[src/hdl/c3p_pkg.sv]
`default_nettype none
// ----------------------------------------------------------------------------
// c3p_pkg: shared widths, types and helpers
// Widths of the circumcircle datapath, cell word types and the status codes.
// ----------------------------------------------------------------------------
package c3p_pkg;

    localparam int CW   = 32;          // coordinate width
    localparam int DFW  = CW + 1;      // coordinate difference
    localparam int SQW  = 2 * CW;      // squared norm
    localparam int HW   = CW;          // half of a squared norm
    localparam int PW   = 2 * CW + 1;  // coordinate times difference
    localparam int PPW  = 2 * DFW;     // partial product
    localparam int DETW = 2 * CW + 4;  // determinant
    localparam int NUMW = 3 * CW + 4;  // centre numerator
    localparam int QB   = CW + 2;      // quotient bits
    localparam int REMW = DETW;        // divider remainder and divisor
    localparam int DXW  = QB + 2;      // offset from first point
    localparam int MAGW = CW - 1;      // offset magnitude and radius
    localparam int RADW = 2 * CW;      // radicand
    localparam int RTW  = CW;          // root
    localparam int SRW  = CW + 3;      // root remainder

    typedef enum logic [1:0] {
        ST_OK    = 2'd0,
        ST_COLIN = 2'd1,
        ST_SAT   = 2'd2
    } t_status;

    typedef struct packed {
        logic          valid;
        logic          colin;
        logic          negx;
        logic          negy;
        logic          ovfx;
        logic          ovfy;
        logic [CW-1:0] x1;
        logic [CW-1:0] y1;
    } t_dtag;

    typedef struct packed {
        logic [REMW-1:0] remx;
        logic [REMW-1:0] remy;
        logic [QB-1:0]   nlx;
        logic [QB-1:0]   nly;
        logic [QB-1:0]   qx;
        logic [QB-1:0]   qy;
        logic [REMW-1:0] dm;
    } t_ddat;

    typedef struct packed {
        logic          valid;
        logic          colin;
        logic          sat;
        logic          big;
        logic [CW-1:0] cx;
        logic [CW-1:0] cy;
    } t_stag;

    typedef struct packed {
        logic [RADW-1:0] rad;
        logic [SRW-1:0]  rem;
        logic [RTW-1:0]  root;
    } t_sdat;

    // one restoring step: {quotient bit, new remainder}
    function automatic logic [REMW:0] div_step(input logic [REMW-1:0] rem,
                                               input logic b,
                                               input logic [REMW-1:0] dm);
        logic [REMW:0] t;
        logic          ge;
        t  = {rem, b};
        ge = (t >= {1'b0, dm});
        if (ge) begin
            return {1'b1, REMW'(t - {1'b0, dm})};
        end
        return {1'b0, t[REMW-1:0]};
    endfunction

    // saturated centre coordinate: {saturated, value}
    function automatic logic [CW:0] sat_cen(input logic [QB-1:0] q, input logic neg,
                                            input logic ovf);
        logic          sat;
        logic [CW-1:0] v;
        logic [QB-1:0] lim;
        lim = QB'(1) << (CW - 1);
        if (ovf) begin
            sat = 1'b1;
        end else if (neg) begin
            sat = (q > lim);
        end else begin
            sat = (q >= lim);
        end
        if (sat) begin
            v = neg ? {1'b1, {(CW-1){1'b0}}} : {1'b0, {(CW-1){1'b1}}};
        end else begin
            v = neg ? CW'(QB'(0) - q) : q[CW-1:0];
        end
        return {sat, v};
    endfunction

    // point coordinate minus signed quotient
    function automatic logic [DXW-1:0] delta(input logic [CW-1:0] p, input logic [QB-1:0] q,
                                             input logic neg);
        logic [DXW-1:0] qe;
        logic [DXW-1:0] c;
        logic [DXW-1:0] pe;
        qe = DXW'(q);
        c  = neg ? (DXW'(0) - qe) : qe;
        pe = {{(DXW-CW){p[CW-1]}}, p};
        return pe - c;
    endfunction

    // {too big, magnitude}
    function automatic logic [MAGW:0] mag_of(input logic [DXW-1:0] d);
        logic           fits;
        logic           big;
        logic [DXW-1:0] a;
        fits = (d[DXW-1:CW-1] == '0) || (d[DXW-1:CW-1] == '1);
        big  = !fits || (d[CW-1:0] == {1'b1, {(CW-1){1'b0}}});
        a    = d[DXW-1] ? (DXW'(0) - d) : d;
        return {big, a[MAGW-1:0]};
    endfunction

endpackage
`default_nettype wire

[src/hdl/c3p_sqrt_cell.sv]
`default_nettype none
// ----------------------------------------------------------------------------
// c3p_sqrt_cell: one root bit of the radius square root
// Bring down two radicand bits, try the next root bit, keep the remainder.
// ----------------------------------------------------------------------------
module c3p_sqrt_cell import c3p_pkg::*; (
    input  wire logic  i_clk,
    input  wire logic  i_rst_n,
    input  wire logic  i_en,
    input  wire t_stag i_tag,
    input  wire t_sdat i_dat,
    output t_stag      o_tag,
    output t_sdat      o_dat
);

    t_stag           r_tag;
    t_sdat           r_dat, n_dat;
    logic [SRW+1:0]  w_t, w_try;
    logic            w_ge;

    always_comb begin
        w_t        = {i_dat.rem, i_dat.rad[RADW-1:RADW-2]};
        w_try      = (SRW+2)'({i_dat.root, 2'b01});
        w_ge       = (w_t >= w_try);
        n_dat.rem  = w_ge ? SRW'(w_t - w_try) : w_t[SRW-1:0];
        n_dat.root = {i_dat.root[RTW-2:0], w_ge};
        n_dat.rad  = {i_dat.rad[RADW-3:0], 2'b00};
    end

    always_ff @(posedge i_clk) begin
        if (!i_rst_n) begin
            r_tag.valid <= 1'b0;
        end else if (i_en) begin
            r_tag <= i_tag;
        end
    end

    always_ff @(posedge i_clk) begin
        if (i_en) begin
            r_dat <= n_dat;
        end
    end

    assign o_tag = r_tag;
    assign o_dat = r_dat;

endmodule
`default_nettype wire

[config.mk]
export PLATFORM = sky130hd
export DESIGN_NAME = c3p_sqrt_cell
export DESIGN_NICKNAME = d
export VERILOG_FILES = /design/src/hdl/c3p_pkg.sv /design/src/hdl/c3p_sqrt_cell.sv
export SDC_FILE = /design/constraint.sdc
export NUM_CORES = 1
export LEC_CHECK = 0
export ABC_AREA = 0
export BUFFER_PORTS_ARGS = -buffer_cell sky130_fd_sc_hd__buf_2
export CORE_AREA = 2 2 155 157
export CTS_CLUSTER_DIAMETER = 50
export DETAILED_ROUTE_END_ITERATION = 8
export DIE_AREA = 0 0 157 159
export PLACE_DENSITY = 0.68
export REMOVE_ABC_BUFFERS = 1
export SETUP_SLACK_MARGIN = 0.02
export SYNTH_ARGS = -nofsm -noshare
export SYNTH_HDL_FRONTEND = slang
export SYNTH_SLANG_ARGS = --single-unit
[constraint.sdc]
create_clock -name i_clk -period 3.1 [get_ports i_clk]
set_input_delay 0.93 -clock i_clk [delete_from_list [all_inputs] [get_ports i_clk]]
set_output_delay 0.93 -clock i_clk [all_outputs]
set_load 0.01 [all_outputs]
==> results of run 1 <==
==> path summary, 6_finish.rpt <==
| kind | slack, ns | to | cells after the start | start |
|---|---|---|---|---|
| setup / recovery | 0.12 | o_dat[52]$_DFFE_PP_ | 12 | i_dat[1] |
| hold / removal | 0.56 | o_tag[67]$_SDFFE_PN0P_ | 2 | o_tag[67]$_SDFFE_PN0P_ |
| setup reg to reg | 2.48 | o_tag[67]$_SDFFE_PN0P_ | 2 | o_tag[67]$_SDFFE_PN0P_ |
| hold reg to reg | 0.56 | o_tag[67]$_SDFFE_PN0P_ | 2 | o_tag[67]$_SDFFE_PN0P_ |
==> flip-flops by register name, indices dropped and copies added (netlist names) <==
register / count
o_tag: 68
o_dat: 129
==> per-layer routing <==
metal  vias to the layer above  GRT usage  share of wire
met5                         -          0        0.00049
met4                         2     0.0555          0.020
met3                        35     0.0661          0.094
met2                       295      0.364           0.51
met1                      3236      0.233           0.37
li1                       3294          -              -
==> worst max-delay path: stages <==
cell	delay (ns)
buf_2	0.09
inv_1	0.04
ha_1	0.33
o211ai_1	0.19
a21oi_1	0.10
o21ai_2	0.22
a41oi_2	0.15
o21a_2	0.27
o31ai_4	0.25
o221ai_1	0.18
xor2_1	0.16
mux2_4	0.26
==> final cells by class <==
| class | count | area, um^2 |
|---|---|---|
| clock buffers | 18 | 429 |
| fillers | 2021 | 10600 |
| well taps | 319 | 399 |
| diodes | 1 | 2.50 |
| multi-input cells | 336 | 2460 |
| repair buffers | 527 | 3020 |
| clock inverters | 14 | 180 |
| inverters | 44 | 165 |
| flip-flops and latches | 197 | 5910 |
==> cell usage after synthesis (all sizes together) (12+ instances only) <==
library cell / count
edfxtp: 196
xor2: 12
a21o: 16
a21oi: 47
nor2: 48
ha: 34
inv: 44
buf: 19
nand3: 12
o21ai: 31
xnor2: 15
nand2: 31
==> where the power goes <==
part,switching (mW),total [mW],internal [mW]
clock network,1.13,2.24,1.11
logic,0.736,1.37,0.635
registers,0.0633,3.27,3.21
total,1.93,6.89,4.95
==> logic make-up (layout without fill, tap and decap cells) <==
group | count (synthesis) | after routing | synth area share
AOI/OAI and AO/OA | 145 | 145 | 0.119
xor gates and xnor gates | 27 | 27 | 0.0277
adders and majority gates | 34 | 34 | 0.0499
buffers and inverters | 65 | 603 | 0.0359
DFF | 197 | 197 | 0.692
muxes | 2 | 2 | 0.00293
other | 1 | 3 | 0.000440
and+or+nand+nor | 126 | 126 | 0.0720
==> through the flow <==
stage                     hold slack, ns   util  TNS [ns]  instances
after detailed placement           0.511  0.508    -13.69       1420
after floorplan                    0.538      -     -7.70        577
after global routing               0.588  0.542         0       1456
after global placement             0.504  0.508    -12.99       1420
final                              0.563  0.542         0       1456
after CTS                          0.567  0.535         0       1452
==> layout by cell type, fill, tap and decap left out, types with 15 or more instances in the layout <==
cell,Yosys,layout
xnor2_1,15,15
a21oi_1,46,43
ha_1,34,28
buf_4,3,124
a21o_1,16,16
edfxtp_1,196,196
buf_2,11,397
inv_1,43,43
nand2_1,31,31
o21ai_0,24,21
clkbuf_16,0,17
nor2_1,47,46
==> what timing repair did <==
action / in CTS / in global routing
endpoints found under the setup margin: 9 / 29
pin swaps: 2 / 10
gates resized for setup: 4 / 30
buffers inserted: 0 / 3
==> results_dict.tcl, run 1 <==
set metrics [dict create \
    outcome "finished, final reports clean" \
    async_flop_share 0 \
    worst_setup_path_start_kind "primary input" \
    port_buffers 398 \
    initial_core_util 0.368 \
    rsz0062_at_grt "no" \
    peakVddDrop_mv 0.368 \
    ys_top_cells_by_area "edfxtp_1, ha_1, a21oi_1" \
    htree_levels 4 \
    setup_viol 0 \
    nNetsFinal 1359 \
    clock_sinks 197 \
    grt_pass1_wl_um 38800 \
    clockBufferDepth 2 \
    rows 56 \
    power.density_mw_per_mm2 548 \
    min_period_over_period 0.963 \
    place_congestion 0.853 \
    critical_path_class "primary input to flip-flop" \
    endpoint_kind "flip-flop" \
    synth_warnings 0 \
    synth_area_mm2 0.00853 \
    cp.required_ns 3.28 \
    yosysSeqAreaShare 0.692 \
    die_h_um 159 \
    insertion_delay_ns 0.42 \
    vias 6862 \
    synth-seq-cells 197 \
    cap_violations 0 \
    vias_per_cell 4.71 \
    drt_iter0_drc 354 \
    synth_edf_count 196 \
    cts_hold_buf 0 \
    dieArea_mm2 0.0250 \
    antenna_found_initial 2 \
    drc_errors 0 \
    power_leakage_nw 5.58 \
    hold_violations 0 \
    drive_gt1_frac 0.533 \
    totalWireLength_um 26400 \
    pin_count 401 \
    antenna_left 0 \
    min_period_ns 2.98 \
    grt_max_degree 76 \
    synth_top_area_frac 0.690 \
    cts_buffers 17 \
    finalWorstSetupSlack_ns 0.116 \
    power_mw 6.89 \
    grt_usage 0.204 \
    post-place-ws_ns -0.466 \
    syn-instance-count 597 \
    cts_tree "built" \
    hpwl_um 20600 \
    max_freq_ghz 0.335 \
    wl_per_cell_um 18.2 \
    place_area_mm2 0.0118 \
    synth_ff_type "edfxtp_1" \
    core_mm2 0.0232 \
    drtPass1Iterations 5 \
    slew_viol_final 0 \
    synth_area_leader_cell "edfxtp_1" \
    cts.clk_slew.worst_paths_ns 0.07 \
    finalInstanceArea_mm2 0.0126 \
    crit_arrival_ns 3.17 \
    synth.distinct_cells 67 \
    finClkSkew_ns 0 \
    die_x_um 157 \
    grt_pass1_vias 6913 \
    cp_max_fo 5 \
    grt_overflow 0 \
    clock_tree.root_cell "clkbuf_16" \
    syn_to_final_growth_pct 47.3 \
    avgSynthCellArea_um2 14.3 \
    hold_class "flip-flop to flip-flop" \
]
Note: power is estimated with default switching activity, not from simulation.
==> run 2: changes to the inputs <==
--- a/config.mk
+++ b/config.mk
@@ -14,6 +14,7 @@
 export PLACE_DENSITY = 0.68
 export REMOVE_ABC_BUFFERS = 1
 export SETUP_SLACK_MARGIN = 0.02
+export SLEW_MARGIN = 10
 export SYNTH_ARGS = -nofsm -noshare
 export SYNTH_HDL_FRONTEND = slang
 export SYNTH_SLANG_ARGS = --single-unit
==> constraint.sdc (replaced) <==
create_clock -name i_clk -period 3.1 [get_ports i_clk]
set_input_delay 0.31 -clock i_clk [delete_from_list [all_inputs] [get_ports i_clk]]
set_output_delay 0.31 -clock i_clk [all_outputs]
set_load 0.01 [all_outputs]
==> run 2 against run 1 <==
Compared with the run above:
- via count is 6.8% lower
- sequential cell count unchanged
- first-iteration DRC count decreased by 2.0%
==> results_dict.tcl, run 2 (synthesis gave the netlist of run 1 again) <==
set metrics [dict create \
    outcome "finished, final reports clean" \
    vias 6395 \
    port_buffers 398 \
    place_congestion 0.870 \
    grt_usage 0.195 \
    clock_tree.root_cell "clkbuf_16" \
    cts_buffers 17 \
    max_freq_ghz 0.385 \
    dieArea_mm2 0.0250 \
    power_leakage_nw 5.03 \
    mostFrequentLayoutCell "buf_2" \
    clock_sinks 197 \
    fill_cells 2063 \
    grt_pass1_vias 6438 \
    initial_core_util 0.368 \
    cts_hold_buf 0 \
    layout_common_cells "buf_2, edfxtp_1, nor2_1, a21oi_1, inv_1" \
    endpoint "o_dat[52]$_DFFE_PP_" \
    htree_levels 4 \
    whs_ns 0.0497 \
    multiInputGateArea_mm2 0.00232 \
    clockBufferDepth 2 \
    insertion_delay_ns 0.42 \
    power.density_mw_per_mm2 579 \
    r2r_end "o_tag[67]$_SDFFE_PN0P_" \
    top_usage_layer "met2" \
    internal-power_mw 4.81 \
    grt_use_met3 0.0642 \
    hold_violations 0 \
    hold_class "primary input to flip-flop" \
    cts.clk_slew.worst_paths_ns 0.09 \
    use_met2 0.338 \
    utilization 0.499 \
    finClkSkew_ns 0 \
    die_h_um 159 \
    critical_path_class "primary input to flip-flop" \
    rows 56 \
    pwr-share-comb 0.174 \
    power_mw 6.70 \
    dpl.cell_count 1310 \
    setup_viol 0 \
    reg2reg_slack_ns 2.47 \
    min_period_over_period 0.838 \
    wl_per_cell_um 18.6 \
    min-delay-start "i_dat[92]" \
    rsz0062_at_grt "no" \
    pin_count 401 \
    drive_gt1_frac 0.459 \
    switching_share 0.282 \
    peakVddDrop_mv 0.274 \
    clockPowerShare 0.338 \
    crit_arrival_ns 2.77 \
    totalWireLength_um 25000 \
    core_mm2 0.0232 \
    drtPass1Iterations 7 \
    cap_violations 0 \
    fin_tns_setup_ns 0 \
    cts_resized 0 \
    cp_max_fo 6 \
    cts_tree "built" \
    vias_per_cell 4.76 \
    fin_cells 1343 \
    antenna_left 0 \
    regArea_mm2 0.00591 \
    grt_max_degree 100 \
    grt_overflow 0 \
    min_period_ns 2.60 \
    tightest_slew_ns 0.854 \
    nNetsFinal 1246 \
    antenna_found_initial 2 \
    cp.required_ns 3.27 \
    slew_viol_final 0 \
    met1_usage 0.230 \
    syn_to_final_growth_pct 35.6 \
    critical_path.startpoint "i_dat[1]" \
    worst_setup_path_start_kind "primary input" \
    seq_power_share 0.488 \
    postCtsSetupBuffers 0 \
    drc_errors 0 \
    p_switching_mw 1.89 \
    grt_pass1_wl_um 36600 \
    endpoint_kind "flip-flop" \
    r2r_cells 2 \
    r2r_start "o_tag[67]$_SDFFE_PN0P_" \
    die_x_um 157 \
    relSlewSlack 0.431 \
    drt_iter0_drc 347 \
    hpwl_um 19600 \
    largest_reg_flops 129 \
]
==> run 2: cell types whose count changed in the layout (fill, tap and decap cells not counted), sizes merged <==
cell and change:
buf -113, clkbuf -1, inv +1
==> run 2: worst min-delay path by stage <==
stage | depth (start not counted) | to | slack, ns
finish | 1 | o_dat[94]$_DFFE_PP_ | 0.05
global route | 1 | o_dat[77]$_DFFE_PP_ | 0.02
CTS | 1 | o_dat[102]$_DFFE_PP_ | 0.03
detailed placement | 1 | o_tag[46]$_DFFE_PP_ | 0.49
global placement | 1 | o_dat[130]$_DFFE_PP_ | 0.49
floorplan | 0 | o_dat[100]$_DFFE_PP_ | 0.41
==> run 2: cell type report <==
| type | instances | area share |
|---|---|---|
| clock buffer | 17 | 0.0368 |
| tap | 319 | 0.0345 |
| antenna | 1 | 0.000216 |
| clock inverter | 15 | 0.0164 |
| sequential | 197 | 0.511 |
| timing repair buffer | 414 | 0.186 |
| inverter | 44 | 0.0143 |
| multi-input combinational | 336 | 0.201 |
==> run 2: layer usage <==
| metal | vias up | routed length, um |
|---|---|---|
| met5 | - | 13 |
| met4 | 2 | 462 |
| met3 | 24 | 2200 |
| met2 | 284 | 12600 |
| met1 | 3021 | 9780 |
| li1 | 3064 | - |
==> run 2: power by group through the flow <==
stage	clock network, mW	logic, mW	registers (mW)
after floorplan	0	0.457	3.47
after global placement	0	1.16	3.33
after detailed placement	0	1.17	3.33
after CTS	2.32	1.18	3.27
after global routing	2.42	1.27	3.30
final	2.26	1.17	3.27
==> run 2: worst max-delay path: stages <==
cell and delay [ns]:
buf_2 0.09, inv_1 0.04, ha_1 0.35, o211ai_1 0.19
a21oi_1 0.08, o21ai_1 0.23, a41oi_1 0.21, o21a_1 0.28
o31ai_2 0.35, o221ai_1 0.21, xor2_1 0.17, mux2_4 0.26
==> run 2: per-stage QoR <==
step / setup slack, ns / cell area (um^2)
after CTS: 0.535 / 11600
after global routing: 0.313 / 11600
after detailed placement: 0.0920 / 10900
after global placement: 0.127 / 10900
after floorplan: 0.186 / 8390
final: 0.503 / 11600
