## src/hdl/c3p_pkg.sv

```systemverilog
`default_nettype none
// ----------------------------------------------------------------------------
// c3p_pkg: shared widths, types and helpers
// Widths of the circumcircle datapath, cell word types and the status codes.
// ----------------------------------------------------------------------------
package c3p_pkg;

    localparam int CW   = 32;          // coordinate width
    localparam int DFW  = CW + 1;      // coordinate difference
    localparam int SQW  = 2 * CW;      // squared norm
    localparam int HW   = CW;          // half of a squared norm
    localparam int PW   = 2 * CW + 1;  // coordinate times difference
    localparam int PPW  = 2 * DFW;     // partial product
    localparam int DETW = 2 * CW + 4;  // determinant
    localparam int NUMW = 3 * CW + 4;  // centre numerator
    localparam int QB   = CW + 2;      // quotient bits
    localparam int REMW = DETW;        // divider remainder and divisor
    localparam int DXW  = QB + 2;      // offset from first point
    localparam int MAGW = CW - 1;      // offset magnitude and radius
    localparam int RADW = 2 * CW;      // radicand
    localparam int RTW  = CW;          // root
    localparam int SRW  = CW + 3;      // root remainder

    typedef enum logic [1:0] {
        ST_OK    = 2'd0,
        ST_COLIN = 2'd1,
        ST_SAT   = 2'd2
    } t_status;

    typedef struct packed {
        logic          valid;
        logic          colin;
        logic          negx;
        logic          negy;
        logic          ovfx;
        logic          ovfy;
        logic [CW-1:0] x1;
        logic [CW-1:0] y1;
    } t_dtag;

    typedef struct packed {
        logic [REMW-1:0] remx;
        logic [REMW-1:0] remy;
        logic [QB-1:0]   nlx;
        logic [QB-1:0]   nly;
        logic [QB-1:0]   qx;
        logic [QB-1:0]   qy;
        logic [REMW-1:0] dm;
    } t_ddat;

    typedef struct packed {
        logic          valid;
        logic          colin;
        logic          sat;
        logic          big;
        logic [CW-1:0] cx;
        logic [CW-1:0] cy;
    } t_stag;

    typedef struct packed {
        logic [RADW-1:0] rad;
        logic [SRW-1:0]  rem;
        logic [RTW-1:0]  root;
    } t_sdat;

    // one restoring step: {quotient bit, new remainder}
    function automatic logic [REMW:0] div_step(input logic [REMW-1:0] rem,
                                               input logic b,
                                               input logic [REMW-1:0] dm);
        logic [REMW:0] t;
        logic          ge;
        t  = {rem, b};
        ge = (t >= {1'b0, dm});
        if (ge) begin
            return {1'b1, REMW'(t - {1'b0, dm})};
        end
        return {1'b0, t[REMW-1:0]};
    endfunction

    // saturated centre coordinate: {saturated, value}
    function automatic logic [CW:0] sat_cen(input logic [QB-1:0] q, input logic neg,
                                            input logic ovf);
        logic          sat;
        logic [CW-1:0] v;
        logic [QB-1:0] lim;
        lim = QB'(1) << (CW - 1);
        if (ovf) begin
            sat = 1'b1;
        end else if (neg) begin
            sat = (q > lim);
        end else begin
            sat = (q >= lim);
        end
        if (sat) begin
            v = neg ? {1'b1, {(CW-1){1'b0}}} : {1'b0, {(CW-1){1'b1}}};
        end else begin
            v = neg ? CW'(QB'(0) - q) : q[CW-1:0];
        end
        return {sat, v};
    endfunction

    // point coordinate minus signed quotient
    function automatic logic [DXW-1:0] delta(input logic [CW-1:0] p, input logic [QB-1:0] q,
                                             input logic neg);
        logic [DXW-1:0] qe;
        logic [DXW-1:0] c;
        logic [DXW-1:0] pe;
        qe = DXW'(q);
        c  = neg ? (DXW'(0) - qe) : qe;
        pe = {{(DXW-CW){p[CW-1]}}, p};
        return pe - c;
    endfunction

    // {too big, magnitude}
    function automatic logic [MAGW:0] mag_of(input logic [DXW-1:0] d);
        logic           fits;
        logic           big;
        logic [DXW-1:0] a;
        fits = (d[DXW-1:CW-1] == '0) || (d[DXW-1:CW-1] == '1);
        big  = !fits || (d[CW-1:0] == {1'b1, {(CW-1){1'b0}}});
        a    = d[DXW-1] ? (DXW'(0) - d) : d;
        return {big, a[MAGW-1:0]};
    endfunction

endpackage
`default_nettype wire

```

## src/hdl/c3p_div_cell.sv

```systemverilog
`default_nettype none
// ----------------------------------------------------------------------------
// c3p_div_cell: one quotient bit of both centre divisions
// Shift in the next numerator bit, compare with the divisor, subtract.
// ----------------------------------------------------------------------------
module c3p_div_cell import c3p_pkg::*; (
    input  wire logic  i_clk,
    input  wire logic  i_rst_n,
    input  wire logic  i_en,
    input  wire t_dtag i_tag,
    input  wire t_ddat i_dat,
    output t_dtag      o_tag,
    output t_ddat      o_dat
);

    t_dtag           r_tag;
    t_ddat           r_dat, n_dat;
    logic [REMW:0]   w_sx, w_sy;

    always_comb begin
        w_sx        = div_step(i_dat.remx, i_dat.nlx[QB-1], i_dat.dm);
        w_sy        = div_step(i_dat.remy, i_dat.nly[QB-1], i_dat.dm);
        n_dat.remx  = w_sx[REMW-1:0];
        n_dat.remy  = w_sy[REMW-1:0];
        n_dat.nlx   = {i_dat.nlx[QB-2:0], 1'b0};
        n_dat.nly   = {i_dat.nly[QB-2:0], 1'b0};
        n_dat.qx    = {i_dat.qx[QB-2:0], w_sx[REMW]};
        n_dat.qy    = {i_dat.qy[QB-2:0], w_sy[REMW]};
        n_dat.dm    = i_dat.dm;
    end

    always_ff @(posedge i_clk) begin
        if (!i_rst_n) begin
            r_tag.valid <= 1'b0;
        end else if (i_en) begin
            r_tag <= i_tag;
        end
    end

    always_ff @(posedge i_clk) begin
        if (i_en) begin
            r_dat <= n_dat;
        end
    end

    assign o_tag = r_tag;
    assign o_dat = r_dat;

endmodule
`default_nettype wire

```

## config.mk

```make
export PLATFORM = sky130hd
export DESIGN_NAME = c3p_div_cell
export DESIGN_NICKNAME = d
export VERILOG_FILES = /design/src/hdl/c3p_pkg.sv /design/src/hdl/c3p_div_cell.sv
export SDC_FILE = /design/constraint.sdc
export NUM_CORES = 1
export LEC_CHECK = 0
export BUFFER_PORTS_ARGS = -buffer_cell sky130_fd_sc_hd__buf_2
export CORE_AREA = 2 2 317 319
export DETAILED_ROUTE_END_ITERATION = 8
export DIE_AREA = 0 0 319 321
export HOLD_SLACK_MARGIN = 0.03
export RECOVER_POWER = 100
export SLEW_MARGIN = 0
export SYNTH_ARGS = -nofsm -noshare
export SYNTH_HDL_FRONTEND = slang
export SYNTH_SLANG_ARGS = --single-unit
```

## constraint.sdc

```tcl
create_clock -name i_clk -period 3.63 [get_ports i_clk]
set_input_delay 0.5445 -clock i_clk [delete_from_list [all_inputs] [get_ports i_clk]]
set_output_delay 0.5445 -clock i_clk [all_outputs]
set_load 0.02 [all_outputs]
```

==> results.md, run 1 <==
- Worst setup path end: o_dat[338]
- Type of element capturing the critical path: flop
- Crit path launch type: input port
- Least-Margin Pin Slew: 2.33 ns
- Layout cells sized above 1: 0.269
- Required time of the critical path: 4.01 ns
- Asr flop ratio synth: 0
- Delay of the slowest cell on the worst path: 0.40 ns
- Number of synthesized register bits: 408
- Quantity of I/O buffers inserted on ports: 818
- Critical-path top delay cell: sky130_fd_sc_hd__fa_1
- Power, Total: 15,600 µW
- Detail-routed net length per standard cell: 24.3 µm
- Setup TNS Final: 0 ns
- Period minus WS final: 3.47 ns
- CTS clock-pin slew for the worst setup and hold paths: 0.06 ns
- Area of the core: 0.0993 mm²
- Setup repair after global routing missed its margin: false
- Clock latency at the later pin of the worst-skew pair: 0.62 ns
- Reg-to-reg critical path endpoint: o_tag[69]
- All-layer global routing usage: 0.215
- Die width: 319 µm
- Stages on the worst setup path: 16
- Routed via count divided by cell count: 4.59
- Synth-to-layout area growth: 47.3%
- Post-synthesis sequential area ratio: 0.549
- Placement row count: 116
- Syn_area_per_cell: 10.9 µm²
- Number of violations reported at the end of detailed-routing iteration 0: 1,506
- Violations in the final reports: max-capacitance violations, max-slew violations
- Height of the die: 321 µm
- Top_reg_cell synth: sky130_fd_sc_hd__edfxtp_1
- Number of flops mapped to enable cells by yosys: 407
- DP Wirelength: 96,100 µm
- Wire length reported by the detailed router: 114,000 µm
- Category of the critical setup timing path: in2reg
- Cell at the root of the clock tree: sky130_fd_sc_hd__clkbuf_16
- Origin of the critical flop-to-flop path: o_tag[69]
- Grt ovf: 0
- Maximum number of pins on one net before global-route repair: 142
- Initial core utilization: 0.224
- Maximum buffer depth of the clock tree: 3
- Total number of vias: 21,616
- Post-synthesis instance total: 2,050
- Count of TritonRoute iterations in the first routing pass: 5
- Tightest slew margin relative to the limit: -0.555
- Via count of the first global-routing pass: 21,487
- Top-level I/O count: 823
- Status: finished with violations
- Die footprint: 0.102 mm²
- Count of cells along the worst hold path: 1
- Final setup violation count: 0
- Worst Skew: 0 ns
- Max-slew violation total from the final report: 402
- Tcrit/Tclk final: 0.955
- Global-route wire length before repair: 157,000 µm
- CTS tree: built
- Count of clock tree sinks: 408
- Routability Congestion: 0.915
- Cts bufs inserted: 52
- Cell Area, Synth: 0.0223 mm²
- Number of nets at the end of the flow: 3,906
- Number of antenna violations at the first check in global routing: 57
- Count of different cell masters after synthesis: 81
- Max_cap viols: 4
- Power density over the cells: 475 mW/mm²
- Leakage power: 0.0136 µW
- Ordered list of cells on the worst path: buf_2 > ha_1 > fa_1 > nand2b_1 > a2111oi_2 > clkbuf_2 > o21ai_0 > a31oi_1 > clkbuf_4 > o21ai_1 > a211oi_2 > nor2_1 > o41ai_1 > buf_4 > xnor2_1 > o21ai_1
- YS warnings: 0
- Arrival time of data at the critical path endpoint: 3.85 ns
- Final Hold Violating Endpoints: 0
- DRT antenna net count: 0
- Class of the tightest hold or removal check: in2reg
- Library cell appearing most often on the critical path: sky130_fd_sc_hd__o21ai_1
- Clock H-tree levels: 2
- Critical path launch point: i_dat[0]
- Maximum ir drop on the vdd rail: 0.380 mV
- Count of buffering cells on the critical path with inverters included: 4
- Maximum net fanout on the critical path: 3
- FMAX: 0.288 GHz
- R2R cell count: 2
- Family with the most delay on the worst path: compound AO/OA/AOI/OAI gates
- R2r setup slk: 3.00 ns
- Remaining DRCs: 0
-- area by class of cell --
cell class	count	area (µm²)
Clock inverter	35	343
Multi-Input combinational cell	1443	9220
Tap cell	1298	1620
Timing Repair Buffer	1328	7520
Fill cell	10591	66500
Sequential cell	408	12200
Inverter	122	458
Antenna cell	13	32.5
Clock buffer	62	1370
-- Yosys cell counts (all sizes together), types with 4 or more instances --
library cell	n	area, µm²
edfxtp	407	12200
a21oi	221	1110
nand2	211	792
o21ai	176	881
nor2	144	541
ha	136	1700
inv	122	458
xnor2	63	552
a21o	55	413
xor2	53	464
clkbuf	49	184
nand4	43	269
nand3	35	175
nor3	30	150
buf	29	204
o21bai	27	203
a211oi	23	185
and3	20	125
o21a	19	143
a31oi	17	121
nand2b	16	108
o31ai	14	124
and2	13	81.3
nor4	11	75.1
a21boi	10	75.1
and4	7	61.3
mux2	7	78.8
nor2b	7	43.8
o211ai	7	52.6
or2	7	43.8
or3	6	37.5
a221oi	4	35.0
a311oi	4	35.0
o22ai	4	25.0
-- worst min-delay path by stage --
stage,from,end,slack (ns)
after global placement,o_tag[69],o_tag[69],0.51
after global routing,i_tag[59],o_tag[59],0.05
final,i_tag[19],o_tag[19],0.09
after CTS,i_tag[59],o_tag[59],0.03
after detailed placement,o_tag[69],o_tag[69],0.52
after floorplan,o_tag[69],o_tag[69],0.59
-- layout by cell type (no fill, tap or decap), types with 8 or more instances in the layout --
cell	instances
sky130_fd_sc_hd__and2_1	11
sky130_fd_sc_hd__nor2_1	144
sky130_fd_sc_hd__buf_2	353
sky130_fd_sc_hd__o21bai_1	27
sky130_fd_sc_hd__a21boi_0	9
sky130_fd_sc_hd__clkinv_1	9
sky130_fd_sc_hd__a31oi_1	16
sky130_fd_sc_hd__clkinv_2	12
sky130_fd_sc_hd__nor3_1	30
sky130_fd_sc_hd__buf_4	428
sky130_fd_sc_hd__nand4_1	43
sky130_fd_sc_hd__nand2_1	211
sky130_fd_sc_hd__clkbuf_4	9
sky130_fd_sc_hd__o31ai_1	12
sky130_fd_sc_hd__a211oi_1	20
sky130_fd_sc_hd__nand2b_1	15
sky130_fd_sc_hd__o21a_1	18
sky130_fd_sc_hd__diode_2	13
sky130_fd_sc_hd__nor4_1	10
sky130_fd_sc_hd__o21ai_1	9
sky130_fd_sc_hd__a21o_1	55
sky130_fd_sc_hd__ha_1	136
sky130_fd_sc_hd__and3_1	20
sky130_fd_sc_hd__dlygate4sd3_1	51
sky130_fd_sc_hd__clkbuf_1	481
sky130_fd_sc_hd__o21ai_0	167
sky130_fd_sc_hd__edfxtp_1	407
sky130_fd_sc_hd__a21oi_1	221
sky130_fd_sc_hd__xor2_1	53
sky130_fd_sc_hd__nand3_1	35
sky130_fd_sc_hd__inv_1	119
sky130_fd_sc_hd__buf_12	8
sky130_fd_sc_hd__clkbuf_16	53
sky130_fd_sc_hd__xnor2_1	63
-- layer usage --
layer	wire, µm	share of wire	GRT usage
met1	42900	0.38	0.237
met2	57400	0.50	0.386
met3	8590	0.075	0.0632
met4	5180	0.045	0.0823
met5	327	0.0029	0
-- worst register-to-register path, stage by stage (launching register included) --
cell and delay (ns):
sky130_fd_sc_hd__dfxtp_1 0.31, sky130_fd_sc_hd__mux2i_1 0.13, sky130_fd_sc_hd__nor2b_1 0.07
-- through the flow --
stage | util | setup WS (ns) | hold slack [ns] | instances | area (µm²)
after floorplan | - | 0.182 | 0.589 | 2051 | 22300
after global placement | 0.315 | -0.565 | 0.511 | 4548 | 31200
after detailed placement | 0.315 | -0.656 | 0.522 | 4548 | 31200
after CTS | 0.337 | 0.0333 | 0.0300 | 4696 | 33400
after global routing | 0.330 | 0.00235 | 0.0456 | 4704 | 32800
final | 0.331 | 0.163 | 0.0946 | 4709 | 32800
-- registers in the layout, indices dropped and copies added, names as in the netlist --
signal / cells
o_dat: 338
o_tag: 70
-- timing repair --
item                                   CTS  global route
buffers inserted                         0             0
setup endpoints to repair                0             6
endpoints found under the hold margin   51             0
hold buffers                            51             0
gates resized for setup                  0             7
-- cells by family (layout without fill, tap and decap cells) --
logic type	count (synthesis)	in the layout	synth area share
other	1	15	0.000168
adders and majority gates	138	138	0.0782
AOI/OAI and AO/OA	616	616	0.167
DFF	408	408	0.549
muxes	8	8	0.00399
and+or+nand+nor	563	563	0.118
xor gates and xnor gates	116	116	0.0456
buffers and inverters	200	1547	0.0380
-- report_power, final --
part	internal (µW)	switching (µW)
Combinational	1570	2710
Clock	3070	2240
Sequential	5810	172
Total	10400	5120
No activity file was read; power rests on OpenSTA's default activity.
==> run 2: changes to the inputs <==
--- a/config.mk
+++ b/config.mk
@@ -6,9 +6,10 @@
 export NUM_CORES = 1
 export LEC_CHECK = 0
 export BUFFER_PORTS_ARGS = -buffer_cell sky130_fd_sc_hd__buf_2
-export CORE_AREA = 2 2 317 319
+export CORE_AREA = 2 2 321 323
+export CTS_BUF_LIST = sky130_fd_sc_hd__clkbuf_2
 export DETAILED_ROUTE_END_ITERATION = 8
-export DIE_AREA = 0 0 319 321
+export DIE_AREA = 0 0 323 325
 export HOLD_SLACK_MARGIN = 0.03
 export RECOVER_POWER = 100
 export SLEW_MARGIN = 0
==> run 2 against run 1 <==
The run ends with max-capacitance violations, max-slew violations, negative setup slack left. Wire length increased by 14%. Critical endpoint is now o_dat[334]. Clock power shrank 30%. Design area up 23%. Highest routed layer unchanged. Critical path depth grew 3. Worst hold slack gained 0.19 ns. Sequential share of layout area fell by 7.0 points. Maximum frequency is 6.3% lower. Sequential power barely moved. Largest cell class is now buffers. Global-route usage rose by 2.1 points.
==> results.md, run 2 (same netlist as run 1, synthesis figures left out) <==
- Initial core utilization: 0.220 (was 0.224)
- Post-route cell area: 0.0404 mm² (was 0.0328 mm²)
- Ordered list of cells on the worst path: dlygate4sd3_1 > buf_2 > inv_2 > ha_4 > a21o_1 > or3_4 > o21ai_2 > buf_4 > a21o_1 > a31oi_1 > buf_4 > a31oi_4 > o31ai_4 > a211oi_4 > buf_4 > buf_12 > buf_4 > o21ai_0 > dlygate4sd3_1 (was buf_2 > ha_1 > fa_1 > nand2b_1 > a2111oi_2 > clkbuf_2 > o21ai_0 > a31oi_1 > clkbuf_4 > o21ai_1 > a211oi_2 > nor2_1 > o41ai_1 > buf_4 > xnor2_1 > o21ai_1)
- Area of the core: 0.101 mm² (was 0.0993 mm²)
- Worst Skew: 0 ns (unchanged)
- Maximum net fanout on the critical path: 16 (was 3)
- Max_cap viols: 3 (was 4)
- Category of the critical setup timing path: in2reg (unchanged)
- Leakage power: 0.0171 µW (was 0.0136 µW)
- Commonest cells after routing, fill and taps aside: sky130_fd_sc_hd__dlygate4sd3_1 (807), sky130_fd_sc_hd__buf_4 (486), sky130_fd_sc_hd__clkbuf_1 (459) (was sky130_fd_sc_hd__clkbuf_1 (481), sky130_fd_sc_hd__buf_4 (428), sky130_fd_sc_hd__edfxtp_1 (407))
- Post-DP Area: 0.0315 mm² (was 0.0312 mm²)
- Routed via count divided by cell count: 4.53 (was 4.59)
- CTS clock-pin slew for the worst setup and hold paths: 0.12 ns (was 0.06 ns)
- Routability Congestion: 0.911 (was 0.915)
- Required time of the critical path: 4.65 ns (was 4.01 ns)
- Critical-path top delay cell: sky130_fd_sc_hd__dlygate4sd3_1 (was sky130_fd_sc_hd__fa_1)
- Most common cell after layout, fill and taps aside: sky130_fd_sc_hd__dlygate4sd3_1 (was sky130_fd_sc_hd__clkbuf_1)
- Delay of the slowest cell on the worst path: 0.58 ns (was 0.40 ns)
- Power density over the cells: 369 mW/mm² (was 475 mW/mm²)
- Die footprint: 0.105 mm² (was 0.102 mm²)
- Clock H-tree levels: 3 (was 2)
- Global-route wire length before repair: 180,000 µm (was 157,000 µm)
- Tcrit/Tclk final: 1.02 (was 0.955)
- Crit path launch type: input port (unchanged)
- Total area of multi-input combinational cells: 0.00934 mm² (was 0.00922 mm²)
- CTS tree: built (unchanged)
- Clock latency at the later pin of the worst-skew pair: 1.33 ns (was 0.62 ns)
- Violations in the final reports: max-capacitance violations, max-slew violations, negative setup slack (was max-capacitance violations, max-slew violations)
- Library cell appearing most often on the critical path: sky130_fd_sc_hd__buf_4 (was sky130_fd_sc_hd__o21ai_1)
- Final core area utilization: 0.399 (was 0.331)
- Final setup violation count: 14 (was 0)
- Quantity of I/O buffers inserted on ports: 818 (unchanged)
- Placement row count: 117 (was 116)
- Height of the die: 325 µm (was 321 µm)
- Arrival time of data at the critical path endpoint: 4.72 ns (was 3.85 ns)
- Wire length reported by the detailed router: 130,000 µm (was 114,000 µm)
- Count of clock tree sinks: 408 (unchanged)
- DP Wirelength: 97,300 µm (was 96,100 µm)
- Register area: 0.0122 mm² (unchanged)
- Max-slew violation total from the final report: 342 (was 402)
- Maximum buffer depth of the clock tree: 3 (unchanged)
- Die width: 323 µm (was 319 µm)
- Least-Margin Pin Slew: 3.27 ns (was 2.33 ns)
- Cts bufs inserted: 120 (was 52)
- FMAX: 0.270 GHz (was 0.288 GHz)
- Class of the tightest hold or removal check: in2reg (unchanged)
- All-layer global routing usage: 0.236 (was 0.215)
- DRT antenna net count: 0 (unchanged)
- Layout cells sized above 1: 0.256 (was 0.269)
- Fill cell instance count of the final layout: 10,225 (was 10,591)
- Remaining DRCs: 0 (unchanged)
- Status: finished with violations (unchanged)
- Maximum ir drop on the vdd rail: 0.261 mV (was 0.380 mV)
- Type of element capturing the critical path: flop (unchanged)
- Synth-to-layout area growth: 81.5% (was 47.3%)
- Worst-case setup margin in the final layout: -0.0697 ns (was 0.163 ns)
- Grt ovf: 0 (unchanged)
- Final Hold Violating Endpoints: 0 (unchanged)
- Tightest slew margin relative to the limit: -1.18 (was -0.555)
- Number of violations reported at the end of detailed-routing iteration 0: 1,582 (was 1,506)
- Maximum number of pins on one net before global-route repair: 147 (was 142)
- Top-level I/O count: 823 (unchanged)
- Number of nets at the end of the flow: 4,776 (was 3,906)
- Number of antenna violations at the first check in global routing: 34 (was 57)
- Power, Total: 14,900 µW (was 15,600 µW)
- Post-placement worst setup slack: -0.545 ns (was -0.656 ns)
- Total number of vias: 25,836 (was 21,616)
- Count of TritonRoute iterations in the first routing pass: 5 (unchanged)
- Detail-routed net length per standard cell: 22.8 µm (was 24.3 µm)
- Via count of the first global-routing pass: 26,446 (was 21,487)
- Period minus WS final: 3.70 ns (was 3.47 ns)
- Flip-flop count of the largest register after layout: 338 (unchanged)
- Cell at the root of the clock tree: sky130_fd_sc_hd__clkbuf_2 (was sky130_fd_sc_hd__clkbuf_16)
- Worst-case hold slack: 0.282 ns (was 0.0946 ns)
[run 2: final cells by class]
cell class                      count  share of cell area
Inverter                          122              0.0113
Multi-Input combinational cell   1443               0.231
Timing Repair Buffer             2130               0.384
Tap cell                         1368              0.0423
Antenna cell                       17             0.00105
Sequential cell                   408               0.303
Clock inverter                     51             0.00637
Clock buffer                      169              0.0209
[run 2: worst paths after layout]
kind                            slack [ns]  cells past startpoint    endpoint       start
worst min register to register        1.14                      3   o_tag[69]   o_tag[69]
worst max register to register        2.39                      3   o_tag[69]   o_tag[69]
worst min-delay path                  0.28                      4  o_dat[222]  i_dat[221]
worst max-delay path                 -0.07                     19  o_dat[334]    i_dat[5]
[run 2: critical path, delay by kind of cell]
kind | cells | cell delay (ns)
buffers and inverters | 9 | 2.20
and+or+nand+nor | 1 | 0.36
adders and majority gates | 1 | 0.22
AOI/OAI and AO/OA | 8 | 1.37
[run 2: repair_timing]
item                       in CTS  in global routing
setup endpoints to repair       0                 38
hold endpoints to repair      815                  0
resized for setup               0                 40
setup buffers                   0                 15
hold buffers                  811                  0
[run 2: where the power goes]
part | total (µW) | internal, µW | switching, µW
sequential | 6000 | 5800 | 202
clock | 3720 | 1320 | 2400
combinational | 5200 | 2240 | 2960
[run 2: stage by stage]
step	std cells	setup TNS (ns)
after floorplan	2051	0
after global placement	4645	-45.60
after detailed placement	4645	-46.24
after CTS	5676	0
after global routing	5705	-0.160
final	5708	-0.395
[run 2: metal layers]
layer	wire (µm)	vias up	global-route usage
met5	181	-	0
met4	9680	30	0.153
met3	8500	330	0.0538
met2	62600	1106	0.407
met1	49000	12319	0.259
li1	-	12051	-
